## src/rtl/ordered_list_engine_unit_macros.svh

```systemverilog
// ----------------------------------------------------------------------------
// Ordered list engine assertion macros
// Shared concurrent assertion forms, clocked on clk and gated by rst_n.
// ----------------------------------------------------------------------------
`ifndef ORDERED_LIST_ENGINE_UNIT_MACROS_SVH
`define ORDERED_LIST_ENGINE_UNIT_MACROS_SVH

// same-cycle implication
`define OLLE_ASSERT_IMP(lbl, ante, cons) \
  lbl: assert property (@(posedge clk) disable iff (!rst_n) (ante) |-> (cons)) \
    else $error("ordered list engine: same-cycle check failed");

// next-cycle implication
`define OLLE_ASSERT_NXT(lbl, ante, cons) \
  lbl: assert property (@(posedge clk) disable iff (!rst_n) (ante) |=> (cons)) \
    else $error("ordered list engine: next-cycle check failed");

`endif

```

## src/rtl/olle_pkg.sv

```systemverilog
// ----------------------------------------------------------------------------
// Ordered list engine package
// Widths, operation and status codes, and the per-cell control word.
// ----------------------------------------------------------------------------
package olle_pkg;

  localparam int DEPTH_DEF = 16;
  localparam int VAL_W     = 32;

  typedef enum logic [1:0] {
    FN_INSERT   = 2'd0,
    FN_DELETE   = 2'd1,
    FN_TRAVERSE = 2'd2,
    FN_CLEAR    = 2'd3
  } func_t;

  typedef enum logic [1:0] {
    ST_OK        = 2'd0,
    ST_FULL      = 2'd1,
    ST_NOT_FOUND = 2'd2,
    ST_EMPTY     = 2'd3
  } status_t;

  typedef struct packed {
    logic load;   // write the request value into the addressed cell
    logic shift;  // rotate the ring one place toward the head
  } cell_ctrl_t;

endpackage

```

## src/rtl/olle_cell.sv

```systemverilog
// ----------------------------------------------------------------------------
// Ordered list engine cell
// Holds one list entry; loads a new value when addressed, otherwise takes
// its neighbor's value on a shift, or the head value when it is the tail.
// ----------------------------------------------------------------------------
module olle_cell #(
  parameter int DEPTH    = olle_pkg::DEPTH_DEF,
  parameter int CELL_IDX = 0,
  localparam int IDX_W   = $clog2(DEPTH)
) (
  input  logic                               clk,
  input  olle_pkg::cell_ctrl_t               ctrl,
  input  logic [IDX_W-1:0]                   load_idx,
  input  logic [IDX_W-1:0]                   tail_idx,
  input  logic signed [olle_pkg::VAL_W-1:0]  load_val,
  input  logic signed [olle_pkg::VAL_W-1:0]  next_val,
  input  logic signed [olle_pkg::VAL_W-1:0]  head_val,
  output logic signed [olle_pkg::VAL_W-1:0]  val
);

  localparam logic [IDX_W-1:0] MY_IDX = IDX_W'(CELL_IDX);

  logic signed [olle_pkg::VAL_W-1:0] val_r;
  logic signed [olle_pkg::VAL_W-1:0] val_nxt;

  always_comb begin
    val_nxt = val_r;
    if (ctrl.load && (load_idx == MY_IDX)) begin
      val_nxt = load_val;
    end else if (ctrl.shift) begin
      val_nxt = (tail_idx == MY_IDX) ? head_val : next_val;
    end
  end

  always_ff @(posedge clk) begin
    val_r <= val_nxt;
  end

  assign val = val_r;

endmodule

```

## src/rtl/ordered_list_engine_unit.sv

```systemverilog
// ----------------------------------------------------------------------------
// Ordered list engine
// Ordered list of up to DEPTH signed values held in a ring of cells, with
// insert at tail, delete of first match, traverse and clear.
// ----------------------------------------------------------------------------
// channel | ports                                   | handshake
// --------+-----------------------------------------+-------------------------
// input   | in_func, in_value                       | start high, busy low
// result  | out_item_value, out_status, out_last    | out_valid, one cycle
//
// Insert, clear and any request on an empty list: result on the next cycle,
// busy stays low. Delete and traverse on a list of n entries rotate the
// cell ring once around with busy high; traverse gives one beat per cycle,
// delete one beat at the end. Reset empties the list; cell contents are not
// cleared. No stalls: results are dropped if not taken.
// ----------------------------------------------------------------------------
`include "ordered_list_engine_unit_macros.svh"

module ordered_list_engine_unit #(
  parameter int DEPTH = olle_pkg::DEPTH_DEF
) (
  input  logic                               clk,
  input  logic                               rst_n,
  input  logic                               start,
  output logic                               busy,
  input  logic [1:0]                         in_func,
  input  logic signed [olle_pkg::VAL_W-1:0]  in_value,
  output logic                               out_valid,
  output logic signed [olle_pkg::VAL_W-1:0]  out_item_value,
  output logic [1:0]                         out_status,
  output logic                               out_last
);

  localparam int IDX_W = $clog2(DEPTH);
  localparam int CNT_W = $clog2(DEPTH + 1);
  localparam logic [CNT_W-1:0] FULL_CNT = CNT_W'(DEPTH);
  localparam logic [CNT_W-1:0] ONE_CNT  = CNT_W'(1);

  typedef enum logic [1:0] {
    S_IDLE = 2'b01,
    S_RUN  = 2'b10
  } state_t;

  state_t                            state_r,  state_nxt;
  logic [CNT_W-1:0]                  count_r,  count_nxt;
  logic [CNT_W-1:0]                  steps_r,  steps_nxt;
  olle_pkg::func_t                   op_r,     op_nxt;
  logic signed [olle_pkg::VAL_W-1:0] key_r,    key_nxt;
  logic                              found_r,  found_nxt;
  logic                              ovld_r,   ovld_nxt;
  logic signed [olle_pkg::VAL_W-1:0] oitem_r,  oitem_nxt;
  olle_pkg::status_t                 ostat_r,  ostat_nxt;
  logic                              olast_r,  olast_nxt;

  olle_pkg::cell_ctrl_t              ctrl;
  logic [IDX_W-1:0]                  tail_idx;
  logic [CNT_W-1:0]                  count_m1;
  logic                              accept;
  logic                              hit;
  olle_pkg::func_t                   func_in;
  logic signed [olle_pkg::VAL_W-1:0] cell_val [DEPTH];

  assign func_in  = olle_pkg::func_t'(in_func);
  assign accept   = start && (state_r == S_IDLE);
  assign count_m1 = count_r - ONE_CNT;
  assign tail_idx = count_m1[IDX_W-1:0];
  assign hit      = (state_r == S_RUN) && (op_r == olle_pkg::FN_DELETE) &&
                    !found_r && (cell_val[0] == key_r);

  always_comb begin
    state_nxt  = state_r;
    count_nxt  = count_r;
    steps_nxt  = steps_r;
    op_nxt     = op_r;
    key_nxt    = key_r;
    found_nxt  = found_r;
    ovld_nxt   = 1'b0;
    oitem_nxt  = '0;
    ostat_nxt  = olle_pkg::ST_OK;
    olast_nxt  = 1'b1;
    ctrl.load  = 1'b0;
    ctrl.shift = 1'b0;
    unique case (state_r)
      S_IDLE: begin
        if (accept) begin
          ovld_nxt  = 1'b1;
          op_nxt    = func_in;
          key_nxt   = in_value;
          found_nxt = 1'b0;
          steps_nxt = count_r;
          unique case (func_in)
            olle_pkg::FN_INSERT: begin
              if (count_r == FULL_CNT) begin
                ostat_nxt = olle_pkg::ST_FULL;
              end else begin
                ctrl.load = 1'b1;
                count_nxt = count_r + ONE_CNT;
              end
            end
            olle_pkg::FN_DELETE,
            olle_pkg::FN_TRAVERSE: begin
              if (count_r == '0) begin
                ostat_nxt = olle_pkg::ST_EMPTY;
              end else begin
                ovld_nxt  = 1'b0;
                state_nxt = S_RUN;
              end
            end
            olle_pkg::FN_CLEAR: begin
              count_nxt = '0;
            end
            default: ;
          endcase
        end
      end
      S_RUN: begin
        ctrl.shift = 1'b1;
        steps_nxt  = steps_r - ONE_CNT;
        if (hit) begin
          found_nxt = 1'b1;
          count_nxt = count_m1;
        end
        if (op_r == olle_pkg::FN_TRAVERSE) begin
          ovld_nxt  = 1'b1;
          oitem_nxt = cell_val[0];
          olast_nxt = (steps_r == ONE_CNT);
        end else if (steps_r == ONE_CNT) begin
          ovld_nxt  = 1'b1;
          ostat_nxt = (found_r || hit) ? olle_pkg::ST_OK : olle_pkg::ST_NOT_FOUND;
        end
        if (steps_r == ONE_CNT) begin
          state_nxt = S_IDLE;
        end
      end
      default: state_nxt = S_IDLE;
    endcase
  end

  always_ff @(posedge clk) begin
    if (!rst_n) begin
      state_r <= S_IDLE;
      count_r <= '0;
      ovld_r  <= 1'b0;
    end else begin
      state_r <= state_nxt;
      count_r <= count_nxt;
      ovld_r  <= ovld_nxt;
    end
  end

  always_ff @(posedge clk) begin
    steps_r <= steps_nxt;
    op_r    <= op_nxt;
    key_r   <= key_nxt;
    found_r <= found_nxt;
    oitem_r <= oitem_nxt;
    ostat_r <= ostat_nxt;
    olast_r <= olast_nxt;
  end

  for (genvar g = 0; g < DEPTH; g++) begin : g_cell
    logic signed [olle_pkg::VAL_W-1:0] nbr;
    if (g == DEPTH - 1) begin : g_end
      assign nbr = cell_val[0];
    end else begin : g_mid
      assign nbr = cell_val[g+1];
    end
    olle_cell #(
      .DEPTH    (DEPTH),
      .CELL_IDX (g)
    ) u_cell (
      .clk      (clk),
      .ctrl     (ctrl),
      .load_idx (count_r[IDX_W-1:0]),
      .tail_idx (tail_idx),
      .load_val (in_value),
      .next_val (nbr),
      .head_val (cell_val[0]),
      .val      (cell_val[g])
    );
  end

  assign busy           = (state_r == S_RUN);
  assign out_valid      = ovld_r;
  assign out_item_value = oitem_r;
  assign out_status     = ostat_r;
  assign out_last       = olast_r;

  `OLLE_ASSERT_IMP(a_full_count, ovld_r && (ostat_r == olle_pkg::ST_FULL), count_r == FULL_CNT)
  `OLLE_ASSERT_IMP(a_run_steps, state_r == S_RUN, (steps_r != '0) && (count_r != '0))
  `OLLE_ASSERT_IMP(a_err_last, ovld_r && (ostat_r != olle_pkg::ST_OK), olast_r)
  `OLLE_ASSERT_NXT(a_clear, accept && (func_in == olle_pkg::FN_CLEAR), count_r == '0)

endmodule

```

## config.mk

```make
export PLATFORM = sky130hd
export DESIGN_NAME = ordered_list_engine_unit
export DESIGN_NICKNAME = d
export VERILOG_FILES = /design/src/rtl/olle_pkg.sv /design/src/rtl/olle_cell.sv /design/src/rtl/ordered_list_engine_unit.sv
export VERILOG_INCLUDE_DIRS = /design/src /design/src/rtl
export SDC_FILE = /design/constraint.sdc
export NUM_CORES = 1
export LEC_CHECK = 0
export BUFFER_PORTS_ARGS = -buffer_cell sky130_fd_sc_hd__buf_2
export CAP_MARGIN = 10
export CORE_MARGIN = 2
export CORE_UTILIZATION = 45
export DETAILED_ROUTE_END_ITERATION = 10
export SLEW_MARGIN = 20
export SYNTH_ARGS = -nofsm -noshare
export SYNTH_HDL_FRONTEND = slang
export SYNTH_SLANG_ARGS = --single-unit
```

## constraint.sdc

```tcl
create_clock -name clk -period 5.06 [get_ports clk]
set_input_delay 0.759 -clock clk [delete_from_list [all_inputs] [get_ports clk]]
set_output_delay 0.759 -clock clk [all_outputs]
set_load 0.005 [all_outputs]
```

## Word level (Yosys, flattened, before mapping)

Index checks and enable logic that the tools add are counted.

- Register bits: 595
- Latch bits: 0
- Memory bits (writable): 0
- Bits in read-only memories: 0
- Input bits: 37
- Output and inout port bits: 37
- Logic and storage cells: 208
- Memories kept: 0

- Add/sub/neg operators: 3
- Multiply operators: 0
- Div/mod/pow operators: 0
- Magnitude comparators: 0
- Eq/ne operators: 47
- Shift operators: 0
- Mux-type cells: 81
- Bitwise operators: 0
- Reduce and logical (&&, ||, !) cells: 51

Operators by type and width:

| kind | count |
|---|---|
| $mux 32 | 47 |
| $eq 4x4->1 const B | 15 |
| $reduce_bool 2->1 | 17 |
| $eq 32x32->1 | 1 |
| $eq 4x3->1 const B | 8 |
| $pmux 5 s2 | 3 |
| $logic_and 1x1->1 | 20 |
| $mux 5 | 4 |
| $mux 2 | 9 |
| $eq 4x2->1 const B | 4 |
| $mux 1 | 13 |
| $pmux 2 s2 | 3 |
| $sub 5x1->5 const B | 2 |
| $eq 2x2->1 const B | 4 |
| $eq 4x1->1 const B | 2 |
| $logic_not 4->1 | 2 |
| $ne 2x1->1 const B | 4 |
| $reduce_and 2->1 | 4 |
| $eq 2x1->1 const B | 3 |
| $add 5x1->5 const B | 1 |
| $eq 5x1->1 const B | 1 |
| $eq 5x5->1 const B | 1 |
| $logic_not 5->1 | 1 |
| $reduce_and 5->1 | 1 |
| other kinds (10) | 12 |

## Longest topological paths before layout

- Word-level depth: 9
- Mapped depth: 9
- Mapped depth without buffers: 8

## By module

From an unflattened synthesis, not the netlist that was laid out.

- Cells, all modules: 2000
- Area, all modules: 34381.7 um^2

By module, submodules not included:

| module | times used | cells an instance | area an instance (um^2) | sequential area each (um^2) |
|---|---|---|---|---|
| olle_cell at g_cell[10].u_cell ... | 4 | 107 | 2023.2 | 960.9 |
| olle_cell at g_cell[12].u_cell ... | 2 | 107 | 2015.7 | 960.9 |
| olle_cell at g_cell[11].u_cell ... | 2 | 106 | 1998.2 | 960.9 |
| olle_cell at g_cell[13].u_cell ... | 2 | 107 | 1970.6 | 960.9 |
| olle_cell at g_cell[1].u_cell ... | 2 | 106 | 1779.2 | 960.9 |
| olle_cell at g_cell[4].u_cell ... | 2 | 106 | 1770.4 | 960.9 |
| ordered_list_engine_unit | 1 | 296 | 3450.8 | 2062.0 |
| olle_cell at g_cell[15].u_cell | 1 | 106 | 2001.9 | 960.9 |
| olle_cell at g_cell[0].u_cell | 1 | 106 | 1767.9 | 960.9 |

## Worst setup path after synthesis

OpenSTA, ideal clock, no wires.

- Kind: input -> register
- Start point: in in_func[0]
- End point: reg g_cell[11].u_cell.val_r (netlist bit g_cell[11].u_cell.val[0]), enable pin
- Library setup time: 466 ps
- Arrival time: 3727 ps
- Data required time: 4594 ps
- Slack: 867 ps
- Stages: 6
- Path buffers: 1
- Cells stage by stage: inv_1 ha_1 and3_1 buf_2 nand2_1 o21ai_0

- Word-level cells in the longest chain between the ends: 6

Ends and longest elaborated chain:

| what | RTL line | RTL |
|---|---|---|
| start: declaration | ordered_list_engine_unit.sv:26 | `input logic [1:0] in_func,` |
| $logic_not 2->1 | ordered_list_engine_unit.sv:91 | `unique case (func_in)` |
| $mux 1 | ordered_list_engine_unit.sv:91 |  |
| $mux 1 | ordered_list_engine_unit.sv:85 | `if (accept) begin` |
| $mux 1 | ordered_list_engine_unit.sv:83 | `unique case (state_r)` |
| $logic_and 1x1->1 | olle_cell.sv:28 | `if (ctrl.load && (load_idx == MY_IDX)) begin` |
| $reduce_bool 2->1 (no line) | - |  |
| end signal: assignment | olle_cell.sv:36 | `val_r <= val_nxt;` |
| end: declaration | olle_cell.sv:23 | `logic signed [olle_pkg::VAL_W-1:0] val_r;` |

Every way passes these cells.
A chain may end at the register's enable or synchronous reset.

## Worst setup path after layout

- Start point: reg count_r[0]
- End point: reg g_cell[9].u_cell.val_r (netlist bit g_cell[9].u_cell.val[17]) (data pin)

- Word-level cells in the longest chain between the ends: 7
- Elaborated cells between the ends (all ways): 12
- Classes of those cells: add/sub (1); eq/ne (3); mux (7); reduce/logical (1)

Ends and longest elaborated chain:

| what | RTL line | RTL |
|---|---|---|
| start: declaration | ordered_list_engine_unit.sv:45 | `logic [CNT_W-1:0] count_r, count_nxt;` |
| start signal: assignment | ordered_list_engine_unit.sv:146 | `count_r <= count_nxt;` |
| parallel branches: the longest is 6 deep, another holds $sub 5x1->5 | - |  |
| $mux 32 * | olle_cell.sv:28 |  |
| net g_cell[9].u_cell.val_nxt (one bit) | olle_cell.sv:24 | `logic signed [olle_pkg::VAL_W-1:0] val_nxt;` |
| end signal: assignment | olle_cell.sv:36 |  |
| end: declaration | olle_cell.sv:23 |  |

Mark *: on every way through the listed nets, which the timed path passes. The select of a mux whose other input is x is not followed.

==> flow_summary.toml <==
[clock_network]
h-tree-depth = 3
cts_hold_repair.buffers = 0
max-clock-path-buffers = 3
cts.sinks = 595
root_buffer = "clkbuf_16"
clk_latency_ns = 0.62
cts_setup_buffers = 0
cts.clk_slew.worst_paths_ns = 0.06
cts_inserted_buffers = 68
cts_resized = 0
cts_tree = "done"

[synthesis]
yosysMostFrequentCell = "edfxtp_1"
seq_area_frac_synth_pct = 59.3
synth_top_cells_by_area = "edfxtp_1, mux2i_1, nand2_1"
synth_edf_count = 552
syn_area_mm2 = 0.0294
syn_avg_cell_area_um2 = 11.5
ys_top_cells_by_count = "edfxtp_1, mux2i_1, nand2_1"
syn_inst = 2546
synth_top_area_cell = "edfxtp_1"
yosysTopAreaCellShare_pct = 56.4
ys_types = 56
ys_ff_latch = 595
ys_dominant_reg_cell = "edfxtp_1"
synthArstFlopShare_pct = 0
synthesis.nets = 2596
ys_warn_count = 0

[power]
peakVddDrop_mv = 0.238
power_density_mw_per_mm2 = 418
cellLeakagePower_nw = 13.4
total_power_mw = 13.7

[worst_setup_path]
path_max_fanout = 33
timing.rr.start = "count_r[0]"
reg2reg_to = "g_cell[9].u_cell.val[17]"
ff2ff_setup_slack_ns = 1.37
critical_path_class = "reg -> reg"
critPathBufInv = 2
crit_path_end_kind = "register"
cp.required_ns = 5.40
crit_slowest_cell = "nand3_4"
start_kind = "register"
cp_top_family = "simple AND/OR/NAND/NOR gates"
worstPathCellList = "inv_1 > ha_1 > nand3_4 > o31ai_4 > nand2_2 > buf_4 > mux2i_1 > o21ai_0"
worst-r2r-cell-count = 8
arrival_ns = 4.03
critical-path-max-stage-delay_ns = 0.63

[drt]
vias_per_cell = 5.78
drt_iter0_drc = 1970
wl_per_cell_um = 24.8
drtAntennaViolNets = 0
vias = 19700
totalWireLength_um = 84200
firstDrtPassIters = 5
drc_errors = 0

[worst_hold_path]
hold_path_end = "op_r[1]"
hold_depth = 1
min_path_type = "in -> reg"
hold_path.startpoint = "in_func[1]"

[sta]
rsz0062_at_grt = "no"
setup_violations = 0
drv_slew = 0
hold_viol_final = 0
worstMarginPinSlew_ns = 1.04
period_share_pct = 72.9
slew_headroom_pct = 30.7
fin_crit_ns = 3.69
skew_ns = 0.0242
setup_tns_ns = 0
setup_slack_ns = 1.37
fmax_mhz = 271

[floorplanning]
ioPinCount = 74
rows = 93
start_util_pct = 45.5
coreArea_mm2 = 0.0646
die_h_um = 260
die_area_mm2 = 0.0674
dieWidth_um = 260

[place]
post_dp_cell_area_mm2 = 0.0306
port_buffers = 73
dp.final_hpwl_um = 49400
gp_congestion = 0.819
place_ws_ns = 1.25

[global_route]
grt_max_degree = 65
track_usage_pct = 25.1
antenna_found_initial = 1
grt_pass1_vias = 19400
grt.overflow.total = 0
grt_pass1_wl_um = 126000

[layout]
fin_util_pct = 50.7
antenna_cells = 0
finalNetCount = 2544
drive_gt1_share_pct = 13.7
synthToLayoutAreaGrowth_pct = 11.4
final_area_mm2 = 0.0327
fill_cells = 5581

[run]
cap_violations = 0

[outcome]
status = "completed"
[stage by stage]
stage / hold WS [ns] / instances
2_1_floorplan: 0.498 / 2546
3_3_place_gp: 0.519 / 3273
3_5_place_dp: 0.533 / 3278
4_1_cts: 0.339 / 3401
5_1_grt: 0.353 / 3402
6_report: 0.364 / 3402
[cell type report]
cell class	count	area, um^2	area share (%)
Sequential cell	595	17400	53.3
Multi-Input combinational cell	1685	11000	33.7
Clock buffer	94	1930	5.90
Tap cell	855	1070	3.27
Timing Repair Buffer	130	988	3.02
Clock inverter	29	219	0.669
Inverter	14	52.6	0.161
[layout by cell type (no fill, tap or decap), types with 4 or more instances in the layout]
master and n:
a21oi_1 109, a31oi_1 34, and2_1 33, buf_12 6
buf_16 6, buf_2 73, buf_4 45, clkbuf_1 16
clkbuf_16 71, clkbuf_8 7, clkinv_1 12, clkinv_2 9
dfxtp_1 43, edfxtp_1 552, ha_1 13, inv_1 12
mux2_2 64, mux2i_1 417, nand2_1 405, nand2_2 10
nand2_4 5, nand4_1 8, nor2_1 142, nor2_4 12
nor3_1 4, o21ai_0 267, o21ai_1 60, o21ai_4 14
xnor2_1 33
[worst max-delay path by stage]
stage                          start                         to  slack [ns]  cells after the start
final                     count_r[0]   g_cell[9].u_cell.val[17]        1.37                      8
after global routing      count_r[0]   g_cell[9].u_cell.val[11]        1.10                      8
after CTS                 count_r[0]   g_cell[9].u_cell.val[17]        1.33                      8
after detailed placement  in_func[0]  g_cell[15].u_cell.val[14]        1.25                      8
after global placement    in_func[0]  g_cell[15].u_cell.val[20]        1.32                      8
after floorplan           in_func[0]   g_cell[11].u_cell.val[0]        0.87                      6
[registers in the layout, summed over array words and instances, names as in the netlist]
name / cells
out_last: 1
out_item_value: 32
found_r: 1
steps_r: 5
g_cell.u_cell.val: 512
out_valid: 1
op_r: 2
key_r: 32
state_r: 2
count_r: 5
out_status: 2
[per-layer routing]
metal / global-route usage (%) / vias up / wire, um
li1: - / 9037 / -
met1: 33.7 / 9711 / 35900
met2: 40.7 / 756 / 39600
met3: 4.21 / 163 / 5550
met4: 9.69 / 0 / 3080
met5: 0 / - / 0
[power breakdown]
group | internal (mW) | switching [mW]
combinational | 0.781 | 1.62
clock | 2.78 | 2.04
sequential | 6.16 | 0.309
total | 9.72 | 3.96
[kinds of logic after synthesis]
| group | synth area share [%] |
|---|---|
| buf+inv | 4.18 |
| flops | 59.3 |
| simple gates | 9.02 |
| compound gates | 9.16 |
| mux | 16.6 |
| fa+ha+maj | 0.553 |
| xor+xnor | 1.13 |
(Power assumes the default switching activity.)
